==> src/hw/rtl/fltpe_pkg.sv <==
package fltpe_pkg;

    // default store size in table pages
    localparam int TABLE_PAGES_DEF = 64;

    // table geometry
    localparam int ENTRY_W  = 64;
    localparam int IDX_W    = 9;
    localparam int PADDR_W  = 52;
    localparam int VADDR_W  = 48;
    localparam int PAGE_SH  = 12;
    localparam int FRAME_W  = PADDR_W - PAGE_SH;
    localparam int PROT_W   = 6;

    // request codes
    localparam logic [1:0] OP_MAP    = 2'd0;
    localparam logic [1:0] OP_UNMAP  = 2'd1;
    localparam logic [1:0] OP_LOOKUP = 2'd2;

    // entry bit positions
    localparam int B_PRESENT = 0;
    localparam int B_WRITE   = 1;
    localparam int B_USER    = 2;
    localparam int B_PCD     = 4;
    localparam int B_WC      = 7;
    localparam int B_OWNER   = 9;
    localparam int B_NX      = 63;

    // flags of an entry that points to a lower table
    localparam logic [ENTRY_W-1:0] DIR_FLAGS =
        (ENTRY_W'(1) << B_WRITE) | (ENTRY_W'(1) << B_USER) | (ENTRY_W'(1) << B_PRESENT);

    typedef enum logic [2:0] {
        ST_CLEAR,
        ST_IDLE,
        ST_READ,
        ST_CHECK,
        ST_DONE
    } state_t;

    typedef struct packed {
        logic [1:0]         op;
        logic [VADDR_W-1:0] virt_addr;
        logic [PADDR_W-1:0] phys_addr;
        logic [PROT_W-1:0]  prot_bits;
        logic               owner_flag;
    } req_t;

    typedef struct packed {
        logic               status;
        logic               mapped;
        logic [PADDR_W-1:0] frame_base;
        logic [PROT_W-1:0]  prot_out;
        logic               owner_out;
    } resp_t;

    // leaf entry from frame address, protection and owner flag
    function automatic logic [ENTRY_W-1:0] encode_leaf(
        input logic [PADDR_W-1:0] phys,
        input logic [PROT_W-1:0]  prot,
        input logic               own
    );
        logic [ENTRY_W-1:0] e;
        e = {{(ENTRY_W-PADDR_W){1'b0}}, phys[PADDR_W-1:PAGE_SH], {PAGE_SH{1'b0}}};
        e[B_PRESENT] = prot[0];
        e[B_WRITE]   = prot[1];
        e[B_NX]      = ~prot[2];
        e[B_USER]    = prot[3];
        e[B_PCD]     = prot[4];
        e[B_WC]      = prot[5];
        e[B_OWNER]   = own;
        return e;
    endfunction

    // protection of a leaf entry in request encoding
    function automatic logic [PROT_W-1:0] decode_prot(input logic [ENTRY_W-1:0] e);
        return {e[B_WC], e[B_PCD], e[B_USER], ~e[B_NX], e[B_WRITE], e[B_PRESENT]};
    endfunction

endpackage

==> src/hw/rtl/fltpe_walker.sv <==
module fltpe_walker #(
    parameter int TABLE_PAGES = fltpe_pkg::TABLE_PAGES_DEF,
    parameter int PG_W        = $clog2(TABLE_PAGES),
    parameter int ADDR_W      = PG_W + fltpe_pkg::IDX_W
) (
    input  logic                          aclk,
    input  logic                          aresetn,
    // request side
    input  logic                          req_valid,
    output logic                          req_ready,
    input  fltpe_pkg::req_t               req_data,
    // result side
    output logic                          res_valid,
    input  logic                          res_ready,
    output fltpe_pkg::resp_t              res_data,
    // page store port
    output logic                          mem_we,
    output logic [ADDR_W-1:0]             mem_addr,
    output logic [fltpe_pkg::ENTRY_W-1:0] mem_wdata,
    input  logic [fltpe_pkg::ENTRY_W-1:0] mem_rdata
);

    localparam int CNT_W = $clog2(TABLE_PAGES + 1);
    localparam logic [ADDR_W-1:0] LAST_ADDR = ADDR_W'(TABLE_PAGES * 512 - 1);
    localparam logic [CNT_W-1:0]  PAGES_CNT = CNT_W'(TABLE_PAGES);
    localparam logic [fltpe_pkg::FRAME_W-1:0] PAGES_FRM =
        fltpe_pkg::FRAME_W'(TABLE_PAGES);

    fltpe_pkg::state_t state_reg, state_next;
    fltpe_pkg::req_t   req_reg, req_next;
    fltpe_pkg::resp_t  res_reg, res_next;
    logic [1:0]        lvl_reg, lvl_next;
    logic [PG_W-1:0]   pg_reg, pg_next;
    logic [CNT_W-1:0]  nfp_reg, nfp_next;
    logic [ADDR_W-1:0] clr_reg, clr_next;

    logic [fltpe_pkg::IDX_W-1:0]   cur_idx;
    logic [fltpe_pkg::FRAME_W-1:0] ent_frame;
    logic                          child_ok;

    // table index of the current level
    always_comb begin
        case (lvl_reg)
            2'd0:    cur_idx = req_reg.virt_addr[47:39];
            2'd1:    cur_idx = req_reg.virt_addr[38:30];
            2'd2:    cur_idx = req_reg.virt_addr[29:21];
            default: cur_idx = req_reg.virt_addr[20:12];
        endcase
    end

    // does the fetched entry point to a table page in the store
    assign ent_frame = mem_rdata[fltpe_pkg::PADDR_W-1:fltpe_pkg::PAGE_SH];
    assign child_ok  = mem_rdata[fltpe_pkg::B_PRESENT] && (ent_frame != '0)
                       && (ent_frame < PAGES_FRM);

    always_ff @(posedge aclk) begin
        if (!aresetn) begin
            state_reg <= fltpe_pkg::ST_CLEAR;
            nfp_reg   <= CNT_W'(1);
            clr_reg   <= '0;
        end else begin
            state_reg <= state_next;
            nfp_reg   <= nfp_next;
            clr_reg   <= clr_next;
        end
    end

    // walk context, no reset needed
    always_ff @(posedge aclk) begin
        req_reg <= req_next;
        res_reg <= res_next;
        lvl_reg <= lvl_next;
        pg_reg  <= pg_next;
    end

    // walk sequencer
    always_comb begin
        state_next = state_reg;
        req_next   = req_reg;
        res_next   = res_reg;
        lvl_next   = lvl_reg;
        pg_next    = pg_reg;
        nfp_next   = nfp_reg;
        clr_next   = clr_reg;
        mem_we     = 1'b0;
        mem_addr   = {pg_reg, cur_idx};
        mem_wdata  = '0;
        req_ready  = 1'b0;
        res_valid  = 1'b0;

        case (state_reg)
            fltpe_pkg::ST_CLEAR: begin
                // zero the whole store after reset
                mem_we    = 1'b1;
                mem_addr  = clr_reg;
                clr_next  = clr_reg + ADDR_W'(1);
                if (clr_reg == LAST_ADDR) begin
                    state_next = fltpe_pkg::ST_IDLE;
                end
            end

            fltpe_pkg::ST_IDLE: begin
                req_ready = 1'b1;
                if (req_valid) begin
                    req_next = req_data;
                    res_next = '0;
                    lvl_next = 2'd0;
                    pg_next  = '0;
                    if (req_data.op == fltpe_pkg::OP_MAP
                        || req_data.op == fltpe_pkg::OP_UNMAP
                        || req_data.op == fltpe_pkg::OP_LOOKUP) begin
                        state_next = fltpe_pkg::ST_READ;
                    end else begin
                        state_next = fltpe_pkg::ST_DONE;
                    end
                end
            end

            fltpe_pkg::ST_READ: begin
                if (lvl_reg == 2'd3 && req_reg.op == fltpe_pkg::OP_MAP) begin
                    // write the leaf
                    mem_we     = 1'b1;
                    mem_wdata  = fltpe_pkg::encode_leaf(req_reg.phys_addr,
                                                        req_reg.prot_bits,
                                                        req_reg.owner_flag);
                    state_next = fltpe_pkg::ST_DONE;
                end else if (lvl_reg == 2'd3 && req_reg.op == fltpe_pkg::OP_UNMAP) begin
                    // clear the leaf
                    mem_we     = 1'b1;
                    state_next = fltpe_pkg::ST_DONE;
                end else begin
                    state_next = fltpe_pkg::ST_CHECK;
                end
            end

            fltpe_pkg::ST_CHECK: begin
                if (lvl_reg == 2'd3) begin
                    // lookup result from the leaf
                    res_next.mapped     = mem_rdata[fltpe_pkg::B_PRESENT];
                    res_next.frame_base = {ent_frame, {fltpe_pkg::PAGE_SH{1'b0}}};
                    res_next.prot_out   = fltpe_pkg::decode_prot(mem_rdata);
                    res_next.owner_out  = mem_rdata[fltpe_pkg::B_OWNER];
                    state_next          = fltpe_pkg::ST_DONE;
                end else if (child_ok) begin
                    pg_next    = ent_frame[PG_W-1:0];
                    lvl_next   = lvl_reg + 2'd1;
                    state_next = fltpe_pkg::ST_READ;
                end else if (req_reg.op == fltpe_pkg::OP_MAP) begin
                    if (nfp_reg >= PAGES_CNT) begin
                        res_next.status = 1'b1;
                        state_next      = fltpe_pkg::ST_DONE;
                    end else begin
                        // link the next free page into this level
                        mem_we     = 1'b1;
                        mem_wdata  = (fltpe_pkg::ENTRY_W'(nfp_reg) << fltpe_pkg::PAGE_SH)
                                     | fltpe_pkg::DIR_FLAGS;
                        pg_next    = nfp_reg[PG_W-1:0];
                        nfp_next   = nfp_reg + CNT_W'(1);
                        lvl_next   = lvl_reg + 2'd1;
                        state_next = fltpe_pkg::ST_READ;
                    end
                end else begin
                    // missing level on unmap or lookup
                    state_next = fltpe_pkg::ST_DONE;
                end
            end

            fltpe_pkg::ST_DONE: begin
                res_valid = 1'b1;
                if (res_ready) begin
                    state_next = fltpe_pkg::ST_IDLE;
                end
            end

            default: begin
                state_next = fltpe_pkg::ST_IDLE;
            end
        endcase
    end

    assign res_data = res_reg;

endmodule

==> config.mk <==
export PLATFORM = sky130hd
export DESIGN_NAME = fltpe_walker
export DESIGN_NICKNAME = d
export VERILOG_FILES = /design/src/hw/rtl/fltpe_pkg.sv /design/src/hw/rtl/fltpe_walker.sv
export SDC_FILE = /design/constraint.sdc
export NUM_CORES = 1
export LEC_CHECK = 0
export BUFFER_PORTS_ARGS = -buffer_cell sky130_fd_sc_hd__buf_4
export CELL_PAD_IN_SITES_DETAIL_PLACEMENT = 0
export CELL_PAD_IN_SITES_GLOBAL_PLACEMENT = 1
export CORE_ASPECT_RATIO = 1.4
export CORE_MARGIN = 4
export CORE_UTILIZATION = 37
export CTS_BUF_LIST = sky130_fd_sc_hd__clkbuf_4 sky130_fd_sc_hd__clkbuf_8
export CTS_CLUSTER_SIZE = 12
export DETAILED_ROUTE_END_ITERATION = 8
export GPL_TIMING_DRIVEN = 0
export MAX_ROUTING_LAYER = met4
export PLACE_DENSITY = 0.83
export SLEW_MARGIN = 20
export SYNTH_ARGS = -nofsm -noshare
export SYNTH_HDL_FRONTEND = slang
export SYNTH_SLANG_ARGS = --single-unit
==> constraint.sdc <==
create_clock -name aclk -period 6.6 [get_ports aclk]
set_input_delay 0.33 -clock aclk [delete_from_list [all_inputs] [get_ports aclk]]
set_output_delay 0.33 -clock aclk [all_outputs]
set_load 0.02 [all_outputs]
# Word level (Yosys, flattened, before mapping)
# Index checks and enable logic that the tools add are counted.
[word_totals] register_bits=203 out_inout_bits=143 wordCells=111
[classes] bitwise=5 n_reduce_logical=18 n_mux=47 n_addsub=3 order_cmp=2 eq_ne=21
[op_table] op="case mux 64 bit (2 select lines)" n=1
[op_table] op="case mux 61 bit (2 select lines)" n=1
[op_table] op="two-way mux 19 bit" n=4
[op_table] op="two-way mux 64 bit" n=1
[op_table] op="two-way mux 61 bit" n=1
[op_table] op="two-way mux 60 bit" n=1
[op_table] op="less-than comparator 40 x 7 -> 1 bit, second input constant" n=1
[op_table] op="nonzero test 40 bit" n=1
[op_table] op="two-way mux 3 bit" n=10
[op_table] op="two-way mux 6 bit" n=5
[op_table] op="case mux 9 bit (3 select lines)" n=1
[op_table] op="inequality test 2 bit, second input constant" n=8
[op_table] op="adder 15 x 1 -> 15 bit, second input constant" n=1
[op_table] op="== test 15 bit, second input constant" n=1
[op_table] op="two-way mux 15 bit" n=1
[op_table] op="case mux 3 bit (5 select lines)" n=1
[op_table] op="two-way mux 1 bit" n=12
[op_table] op="case mux 6 bit (2 select lines)" n=1
[op_table] op="two-way mux 2 bit" n=5
[op_table] op="AND reduction 5 bit" n=2
[op_table] op="adder 7 x 1 -> 7 bit, second input constant" n=1
[op_table] op=">= comparator 7 bit, second input constant" n=1
[op_table] op="== test 2 x 1 -> 1 bit, second input constant" n=3
[op_table] op="== test 2 bit, second input constant" n=3
[op_table] op="other kinds (16)" n=29

# Longest topological paths before layout
# Gate-level depths: netlist (run 1).
[depth] word_depth=6 depth_mapped=7 depth_no_buf=6

# Worst setup path after synthesis (run 1)
# No wires, ideal clock.
[synth_timing] path_kind="flip-flop to flip-flop" from="reg state_reg[0]" to="reg req_reg[0] in the netlist's numbering, enable pin" arrival_ps=4627 synth_period_minus_slack_ps=5158 path_stages_with_launch=6 setup_slack_ps=1442 setup_time_ps=531 path_buffers=1 path_cell_list="dfxtp_1 -> clkbuf_1 -> and2b_1 -> nand2_1 -> inv_1 -> nor2_1"
[synth_between] elab_chain_len=2
[synth_lines] element="from (decl)" line_no="fltpe_walker.sv:29" source="fltpe_pkg::state_t state_reg, state_next;"
[synth_lines] element="from (signal assigned)" line_no="fltpe_walker.sv:58" source="state_reg <= fltpe_pkg::ST_CLEAR;"
[synth_lines] element="from (signal assigned)" line_no="fltpe_walker.sv:62" source="state_reg <= state_next;"
[synth_lines] element="== test 3 x 1 -> 1 bit" line_no="fltpe_walker.sv:91" source="case (state_reg)"
[synth_lines] element="AND reduction 2 bit (no source line)"
[synth_lines] element="to (signal assigned)" line_no="fltpe_walker.sv:70" source="req_reg <= req_next;"
[synth_lines] element="to (decl)" line_no="fltpe_walker.sv:30" source="fltpe_pkg::req_t req_reg, req_next;"
# Every way passes these cells.
# A chain may end at the register's enable or synchronous reset.

# Worst setup path after layout (run 1)
[layout_timing] from="reg lvl_reg[0]" to="out mem_wdata[12] in the netlist's numbering"
[layout_between] elab_chain_len=4 word_cells_on_any_way=5 classes_between="eq/ne: 1; mux: 3; reduce/logical: 1"
[layout_lines] element="from (decl)" line_no="fltpe_walker.sv:32" source="logic [1:0] lvl_reg, lvl_next;"
[layout_lines] element="from (signal assigned)" line_no="fltpe_walker.sv:72" source="lvl_reg <= lvl_next;"
[layout_lines] element="== test 2 bit *" line_no="fltpe_walker.sv:120, fltpe_walker.sv:137"
[layout_lines] element="logical AND 1 bit" line_no="fltpe_walker.sv:120" source="if (lvl_reg == 2'd3 && req_reg.op == fltpe_pkg::OP_MAP) begin"
[layout_lines] element="two-way mux 64 bit" line_no="fltpe_walker.sv:120"
[layout_lines] element="case mux 64 bit (2 select lines) *" line_no="fltpe_walker.sv:91"
[layout_lines] element="to (decl)" line_no="fltpe_walker.sv:19" source="output logic [fltpe_pkg::ENTRY_W-1:0] mem_wdata,"
# Mark *: on every way between the ends. The rest lies on a longest branch, timed or not.

==> flow_metrics.env, run 1 <==
export IMPL_cts_root_buf="clkbuf_8"
export IMPL_place_inst=1096
export IMPL_yosysWarnings=0
export IMPL_final_common_cell="buf_4"
export IMPL_avgViaCountPerCell=4.839
export IMPL_holdPathStages=1
export IMPL_maxSlewHeadroom_pct=46.96
export IMPL_hold_path_class="in2reg"
export IMPL_clock_skew_ns=0.01252
export IMPL_dpl_hpwl_um=14530
export IMPL_min_from="req_data[38]"
export IMPL_vias=5492
export IMPL_clockBufferDepth=2
export IMPL_synth_flop_cell="edfxtp_1"
export IMPL_fmax_mhz=328.2
export IMPL_ys_seq_elements=166
export IMPL_finalWirelength_um=18800
export IMPL_fin_crit_sh_pct=46.17
export IMPL_post_place_ws_ns=3.879
export IMPL_postCtsSetupRepairBufs=0
export IMPL_start_util_pct=37.62
export IMPL_synthTopCellsByArea="edfxtp_1, dfxtp_1, and3_1, and2_1, buf_4"
export IMPL_die_w_um=126.4
export IMPL_end_kind="output port"
export IMPL_cts_sinks=166
export IMPL_r2r_start="state_reg[0]"
export IMPL_finalPower_mw=2.005
export IMPL_pwr_share_clk_pct=37.9
export IMPL_setup_tns_ns=0
export IMPL_drv_slew=0
export IMPL_syn_cell_area_mm2=0.007258
export IMPL_core_mm2=0.01929
export IMPL_crit_arrival_ns=2.72
export IMPL_finalHoldWorstSlack_ns=0.03677
export IMPL_peakVddDrop_uv=103.2
export IMPL_layout_setup_ws_ns=3.553
export IMPL_yosys_area_top_type="edfxtp_1"
export IMPL_finalHoldViolations=0
export IMPL_critPathRequiredTime_ns=6.27
export IMPL_p_sw_mw=0.4385
export IMPL_final_cell_mix="buf_4, edfxtp_1, and3_1, nand2_1, and2_1"
export IMPL_setup_viol=0
export IMPL_min_to="req_reg[38]"
export IMPL_outcome="finished clean"
export IMPL_antenna_cells=0
export IMPL_io_pins=320
export IMPL_grt_max_degree=27
export IMPL_finalCriticalPeriod_ns=3.047
export IMPL_numCtsBuffers=17
export IMPL_rsz0062_at_grt="false"
export IMPL_synth_edff_count=141
export IMPL_grt_pass1_wl_um=28390
export IMPL_maxCapViolCount=0
export IMPL_critPathLaunchType="flop"
export IMPL_die_area_mm2=0.02195
export IMPL_ctsHoldBuffers=0
export IMPL_antenna_found_initial=0
export IMPL_fp_row_count=60
export IMPL_power_density_mw_per_mm2=197.8
export IMPL_tightest_slew_ns=0.7938
export IMPL_p_comb_share_pct=5.7
export IMPL_clk_latency_ns=0.46
export IMPL_grt_use_total_pct=17.05
export IMPL_die_h_um=173.7
export IMPL_stdcell_area_mm2=0.01014
export IMPL_netSwitchingFraction_pct=21.87
export IMPL_synth_top_cell_area_share_pct=58.33
export IMPL_path_class="reg2out"
export IMPL_fin_cells=1135
export IMPL_io_buffers=248
export IMPL_reg2regPathDepth=6
export IMPL_p_int_mw=1.566
export IMPL_synthDistinctLibCells=57
export IMPL_layout_drive_gt1_share_pct=37.20
export IMPL_grt_pass1_vias=5383
export IMPL_ctsResizeCount=0
export IMPL_fin_util_pct=52.54
export IMPL_dpl_instance_area_mm2=0.009657
export IMPL_wl_per_cell_um=16.56
export IMPL_reg2reg_to="req_reg[1]"
export IMPL_drc=0
export IMPL_largest_reg_flops=85
export IMPL_ff2ff_setup_slack_ns=3.90
export IMPL_firstDrtPassIters=6
export IMPL_routabilityCongestion=0.8024
export IMPL_pwr_share_seq_pct=56.4
export IMPL_clk_pin_slew_worst_paths_ns=0.10
export IMPL_overflow=0
export IMPL_avgSynthCellArea_um2=12.78
export IMPL_syn_inst=568
export IMPL_ys_seq_area_share_pct=65.23
export IMPL_async_flop_share_pct=0
export IMPL_htree_levels=4
export IMPL_cp_max_fo=10
export IMPL_ant_nets=0
export IMPL_nNetsFinal=1058
export IMPL_area_delta_synth_final_pct=39.65
export IMPL_dr_first_iter_drc_count=302
export IMPL_p_leak_nw=4.528
export IMPL_cts_tree="built"
-- cells by family after synthesis --
| kind of cell | Yosys count | share of synthesized area, % |
|---|---|---|
| compound gates | 89 | 9.050 |
| fa+ha+maj | 7 | 1.207 |
| mux | 6 | 0.8447 |
| other cells | 1 | 0.05167 |
| flops | 166 | 65.23 |
| xor+xnor | 7 | 0.8447 |
| buf+inv | 74 | 5.602 |
| simple gates | 218 | 17.17 |
-- worst max-delay path, stage by stage (launching register included) --
cell	delay [ns]
edfxtp_1	0.47
ha_1	0.30
nor4bb_1	0.31
clkbuf_1	0.29
nand2_1	0.11
a31oi_2	0.25
buf_4	0.23
a22o_1	0.15
buf_4	0.14
-- final cells by class --
type                    count  area, µm²
fillers                  1768       9158
flip-flops and latches    166       4735
multi-input cells         356       2241
repair buffers            259       2034
plain buffers              66      376.6
well taps                 248      310.3
clock buffers              20      269.0
clock inverters            12      140.1
inverters                   8      30.03
-- how the worst max path moves through the flow --
| stage | from | end | slack, ns | cells past startpoint |
|---|---|---|---|---|
| 2_1_floorplan | state_reg[0] | req_reg[0] | 1.44 | 5 |
| 3_5_place_dp | state_reg[0] | req_reg[36] | 3.88 | 6 |
| 6_report | lvl_reg[0] | mem_wdata[12] | 3.55 | 8 |
| 3_3_place_gp | state_reg[0] | req_reg[36] | -0.32 | 5 |
| 5_1_grt | lvl_reg[0] | mem_wdata[12] | 3.32 | 8 |
| 4_1_cts | lvl_reg[0] | mem_wdata[12] | 3.51 | 8 |
-- per-layer routing --
metal  vias to the layer above  GRT usage, %  part of all wire [%]
li1                       2683             -                     -
met2                       226         29.28                    52
met5                         -             -                     0
met4                         0         5.680                   1.7
met3                        19         5.055                   7.7
met1                      2564         18.83                    38
-- synth_stat cells (all sizes together) (2+ instances only) --
cell type and count:
nor2b 3, edfxtp 141, a21oi 17, clkbuf 27, or3 7, nand4 14
dfxtp 25, o211ai 3, nor2 13, a31oi 5, a21o 12, o211a 9
nand3 10, xnor2 3, inv 8, nor4 7, nand2b 5, mux2i 5
nor3 5, and2 40, o21ai 14, and4 4, a222oi 9, a22o 6
or4 2, and3 53, buf 39, o31ai 7, ha 7, nand2 46
xor2 4
-- power by group through the flow --
stage          Sequential [mW]  Clock, mW  Combinational [mW]
6_report                  1.13      0.760               0.114
5_1_grt                   1.13      0.824               0.123
4_1_cts                   1.13      0.778               0.110
3_5_place_dp              1.16          0               0.110
3_3_place_gp              1.16          0               0.108
2_1_floorplan             1.16          0              0.0394
No activity file was read; power rests on OpenSTA's default activity.
==> inputs of run 2 (changes only) <==
ABC_AREA = 1   (was default)
CORE_UTILIZATION = 33   (was 37)
PLACE_DENSITY = 0.81   (was 0.83)
clock period = 2.79 ns   (was 6.6 ns; I/O delays follow)
==> run 2 against run 1 <==
  * Final area rose by 13%
  * Register-to-register slack got worse by 3.3 ns
  * Global-route usage rose by 0.63 points
  * Combinational power rose to 3.8 times the previous value
  * Flip-flop and latch count did not move
  * Sequential share of layout area fell by 5.5 points
  * Synthesized cell count rose by 28%
  * Wire length rose by 13%
  * Via count rose by 14%
  * Clock skew rose by 0.0019 ns
  * Die area rose by 12%
  * Core utilization rose by 0.080 points
  * Largest cell class unchanged
  * Largest power group unchanged
==> flow_metrics.env, run 2 <==
export IMPL_p_leak_nw=4.793
export IMPL_finalPower_mw=4.833
export IMPL_nNetsFinal=1342
export IMPL_crit_family="buffers and inverters"
export IMPL_die_h_um=184.3
export IMPL_peakVddDrop_uv=631.0
export IMPL_synth_edff_count=141
export IMPL_antenna_cells=0
export IMPL_clockBufferDepth=2
export IMPL_numCtsBuffers=17
export IMPL_dpl_hpwl_um=15110
export IMPL_cpPeakStageDelay_ns=0.52
export IMPL_synthDistinctLibCells=34
export IMPL_area_delta_synth_final_pct=56.98
export IMPL_final_common_cell="buf_4"
export IMPL_hold_path_class="in2reg"
export IMPL_postCtsSetupRepairBufs=0
export IMPL_core_mm2=0.02186
export IMPL_outcome="finished clean"
export IMPL_drv_slew=0
export IMPL_synth_flop_cell="edfxtp_1"
export IMPL_grt_max_degree=25
export IMPL_critPathRequiredTime_ns=2.65
export IMPL_async_flop_share_pct=0
export IMPL_crit_arrival_ns=2.43
export IMPL_crit_buf_inv=3
export IMPL_syn_inst=726
export IMPL_overflow=0
export IMPL_dpl_instance_area_mm2=0.009819
export IMPL_ant_nets=0
export IMPL_grt_use_total_pct=17.68
export IMPL_final_cell_mix="buf_4, edfxtp_1, nand2_1, dlygate4sd3_1, nor2_1"
export IMPL_fin_crit_sh_pct=91.94
export IMPL_tightest_slew_ns=0.7942
export IMPL_routabilityCongestion=0.8328
export IMPL_finalWirelength_um=21250
export IMPL_cts_sinks=166
export IMPL_maxSlewHeadroom_pct=47.06
export IMPL_ys_seq_elements=166
export IMPL_cts_root_buf="clkbuf_8"
export IMPL_finalHoldViolations=0
export IMPL_io_buffers=248
export IMPL_yosys_area_top_type="edfxtp_1"
export IMPL_fin_util_pct=52.62
export IMPL_clock_skew_ns=0.01440
export IMPL_avgViaCountPerCell=4.274
export IMPL_power_density_mw_per_mm2=420.2
export IMPL_dr_first_iter_drc_count=254
export IMPL_cp_cell_sequence="ha_1 -> inv_2 -> clkbuf_1 -> o211ai_1 -> o21ai_0 -> buf_4"
export IMPL_maxCapViolCount=0
export IMPL_setup_viol=0
export IMPL_synth_top_cell_area_share_pct=57.79
export IMPL_synthTopCellsByArea="edfxtp_1, dfxtp_1, nand2_1, nor2_1, inv_1"
export IMPL_critPathLaunchType="flop"
export IMPL_yosysWarnings=0
export IMPL_avgSynthCellArea_um2=10.09
export IMPL_die_w_um=133.9
export IMPL_cp_slowest_cell="clkbuf_1"
export IMPL_layout_drive_gt1_share_pct=30.32
export IMPL_vias=6274
export IMPL_finalHoldWorstSlack_ns=0.04902
export IMPL_multi_input_area_mm2=0.002029
export IMPL_largest_reg_flops=85
export IMPL_fill_cells=1972
export IMPL_yosysMostFrequentCell="edfxtp_1"
export IMPL_layout_area_seq_mm2=0.004737
export IMPL_stdcell_area_mm2=0.01150
export IMPL_io_pins=320
export IMPL_clk_pin_slew_worst_paths_ns=0.10
export IMPL_ys_seq_area_share_pct=64.62
export IMPL_clk_latency_ns=0.47
export IMPL_end_kind="output port"
export IMPL_fmax_mhz=389.8
export IMPL_synth_commonest_cells="edfxtp_1, nand2_1, nor2_1, inv_1, o21ai_0"
export IMPL_cp_max_fo=10
export IMPL_htree_levels=4
export IMPL_setup_tns_ns=0
export IMPL_wl_per_cell_um=14.48
export IMPL_path_class="reg2out"
export IMPL_fp_row_count=64
export IMPL_grt_pass1_vias=6474
export IMPL_grt_pass1_wl_um=32950
export IMPL_cts_tree="built"
export IMPL_die_area_mm2=0.02468
export IMPL_start_util_pct=33.52
export IMPL_firstDrtPassIters=4
export IMPL_drc=0
export IMPL_syn_cell_area_mm2=0.007327
export IMPL_finalCriticalPeriod_ns=2.565
export IMPL_antenna_found_initial=0
## run 2: area by class of cell
cell class | instances | area share, %
Clock buffer | 17 | 2.034
Inverter | 95 | 3.100
Sequential cell | 166 | 41.18
Timing Repair Buffer | 385 | 28.53
Clock inverter | 15 | 1.316
Tap cell | 297 | 3.231
Multi-Input combinational cell | 437 | 17.64
Buffer | 56 | 2.959
## run 2: power by group
| part | internal, mW | switching, mW | leakage, nW |
|---|---|---|---|
| logic | 0.282 | 0.149 | 3.13 |
| registers | 2.67 | 0.00532 | 1.48 |
| clock network | 0.796 | 0.928 | 0.183 |
| total | 3.75 | 1.08 | 4.79 |
## run 2: worst min-delay path, cell delays in order
cell and delay, ns:
buf_4 0.10, inv_1 0.05, nor2_1 0.10
## run 2: logic make-up (layout without fill, tap and decap cells)
logic type	count (synthesis)	after routing	synth area share (%)
AO/OA/AOI/OAI	83	83	6.216
flip-flops	166	166	64.62
adder cells (fa/ha/maj)	7	7	1.195
other	1	29	0.05118
buffers and inverters	151	568	9.495
AND/OR/NAND/NOR	318	318	18.43
## run 2: repair_timing
action                                 in CTS  in global routing
setup endpoints to repair                   0                 30
hold buffers                              129                  0
endpoints found under the hold margin     135                  0
resized for setup                           0                  3
## run 2: metal layers
metal / wire length, µm / track usage, %
met3: 1403 / 4.369
met1: 8190 / 18.41
met4: 380 / 6.134
met2: 11280 / 32.38
met5: 0 / -
## run 2: worst paths after layout
kind	slack (ns)	depth (start not counted)	start	endpoint
min	0.05	3	mem_rdata[12]	res_data[19]
max	0.22	6	lvl_reg[0]	mem_addr[8]
max reg2reg	0.57	5	lvl_reg[0]	res_data[35]
min reg2reg	0.48	2	nfp_reg[6]	nfp_reg[6]
## run 2: metrics by stage
stage | cells | setup WS (ns)
4_1_cts | 1468 | 0.04109
6_report | 1468 | 0.2248
5_1_grt | 1468 | -0.004094
3_3_place_gp | 1299 | -1.061
3_5_place_dp | 1307 | 0.4815
2_1_floorplan | 754 | -0.2095
==> inputs of run 3 (changes only) <==
CORE_ASPECT_RATIO = default   (was 1.4)
==> run 3 against run 2 <==
  * Sequential power hardly changed
  * Total power up 2.8%
  * Register-to-register slack lost 0.17 ns
  * Largest power group unchanged
  * Wire length is 1.9% higher
==> flow_metrics.env, run 3 (same netlist as run 2, synthesis figures left out) <==
export IMPL_outcome="finished clean"
export IMPL_cp_max_fo=10
export IMPL_path_class="reg2out"
export IMPL_fin_crit_sh_pct=93.09
export IMPL_critPathRequiredTime_ns=2.65
export IMPL_die_w_um=157.0
export IMPL_overflow=0
export IMPL_critPathLaunchType="flop"
export IMPL_cp_cell_sequence="ha_1 -> inv_2 -> clkbuf_1 -> o211ai_1 -> o21ai_0 -> buf_4"
export IMPL_clockBufferDepth=2
export IMPL_fin_cells=1451
export IMPL_clk_pin_slew_worst_paths_ns=0.10
export IMPL_met2_usage_pct=29.89
export IMPL_p_leak_nw=4.822
export IMPL_crit_arrival_ns=2.46
export IMPL_fp_row_count=54
export IMPL_wl_per_cell_um=14.92
export IMPL_cts_tree="built"
export IMPL_routabilityCongestion=0.8526
export IMPL_crit_buf_inv=3
export IMPL_dr_first_iter_drc_count=325
export IMPL_avgViaCountPerCell=4.382
export IMPL_start_util_pct=33.57
export IMPL_postCtsSetupRepairBufs=0
export IMPL_io_buffers=248
export IMPL_die_h_um=157.0
export IMPL_ant_nets=0
export IMPL_peakVddDrop_uv=335.1
export IMPL_met1_usage_pct=20.65
export IMPL_post_place_ws_ns=0.4185
export IMPL_met3_usage_pct=5.664
export IMPL_tightest_slew_ns=0.7186
export IMPL_fin_util_pct=52.85
export IMPL_end_kind="output port"
export IMPL_grt_pass1_wl_um=33390
export IMPL_setup_viol=0
export IMPL_maxCapViolCount=0
export IMPL_htree_levels=4
export IMPL_dpl_instance_area_mm2=0.009812
export IMPL_grt_use_total_pct=17.94
export IMPL_numCtsBuffers=17
export IMPL_area_delta_synth_final_pct=57.41
export IMPL_finalWirelength_um=21650
export IMPL_core_mm2=0.02182
export IMPL_cp_slowest_cell="clkbuf_1"
export IMPL_maxSlewHeadroom_pct=52.09
export IMPL_grt_max_degree=19
export IMPL_fmax_mhz=385.0
export IMPL_nNetsFinal=1341
export IMPL_firstDrtPassIters=4
export IMPL_crit_family="buffers and inverters"
export IMPL_hold_path_class="in2reg"
export IMPL_cpPeakStageDelay_ns=0.52
export IMPL_largest_reg_flops=85
export IMPL_antenna_found_initial=1
export IMPL_busiest_layer="met2"
export IMPL_power_density_mw_per_mm2=431.0
export IMPL_cts_sinks=166
export IMPL_drv_slew=0
export IMPL_grt_pass1_vias=6478
export IMPL_dpl_hpwl_um=15630
export IMPL_layout_drive_gt1_share_pct=30.26
export IMPL_layout_setup_ws_ns=0.1929
export IMPL_final_common_cell="buf_4"
export IMPL_final_cell_mix="buf_4, edfxtp_1, nand2_1, dlygate4sd3_1, nor2_1"
export IMPL_drc=0
export IMPL_finalCriticalPeriod_ns=2.597
export IMPL_vias=6359
export IMPL_io_pins=320
export IMPL_clk_latency_ns=0.46
export IMPL_place_inst=1289
export IMPL_stdcell_area_mm2=0.01153
export IMPL_cts_root_buf="clkbuf_8"
export IMPL_rsz0062_at_grt="false"
export IMPL_clock_skew_ns=0.01294
export IMPL_die_area_mm2=0.02465
export IMPL_finalHoldWorstSlack_ns=0.02904
export IMPL_finalHoldViolations=0
[run 3: cell count changes in the layout (fill, tap and decap cells not counted)]
cell	delta
clkinv_8	+1
clkinv_4	+1
diode_2	+1
clkbuf_4	+1
inv_8	+4
clkinvlp_4	-4
clkbuf_1	+1
clkinv_2	-3
clkinv_1	-1
clkbuf_2	-1
inv_6	+1
buf_16	+2
buf_6	-1
buf_8	-2
[run 3: path summary, 6_finish.rpt]
| check | start | end | slack [ns] | cells past startpoint |
|---|---|---|---|---|
| worst max-delay path | lvl_reg[0] | mem_addr[8] | 0.19 | 6 |
| worst min-delay path | aresetn | clr_reg[3] | 0.03 | 3 |
| worst max register to register | lvl_reg[0] | res_data[44] | 0.40 | 6 |
| worst min register to register | nfp_reg[6] | nfp_reg[6] | 0.48 | 2 |
[run 3: worst min-delay path: cells and delay by family]
kind	cells	cell delay, ns
buffers and inverters	1	0.17
AO/OA/AOI/OAI	2	0.13
[run 3: metal layers]
layer / routed length [µm] / vias up
li1: - / 3183
met1: 8762 / 2916
met2: 10510 / 237
met3: 2005 / 23
met4: 376 / 0
met5: 0 / -
[run 3: cell type report]
type | instances | area (µm²)
inverter | 95 | 356.6
multi-input combinational | 437 | 2029
tap | 280 | 350.3
antenna | 1 | 2.502
sequential | 166 | 4737
clock inverter | 14 | 181.4
clock buffer | 18 | 241.5
fill | 1951 | 10290
timing repair buffer | 384 | 3296
buffer | 56 | 339.1
[run 3: metrics by stage]
stage                     TNS, ns  total power [mW]
after CTS                       0             5.015
final                           0             4.971
after detailed placement        0             3.011
after global routing            0             5.167
after global placement    -122.78             3.006
after floorplan            -17.81             2.844
[run 3: repair_timing]
action,4_1_cts,5_1_grt
endpoints found under the setup margin,0,27
resized for setup,0,1
hold buffers,129,0
hold endpoints to repair,129,0
[run 3: power by group]
part | internal [mW] | switching (mW) | leakage, nW
clock | 0.853 | 1.01 | 0.213
combinational | 0.282 | 0.150 | 3.13
sequential | 2.67 | 0.00509 | 1.48
total | 3.81 | 1.16 | 4.82
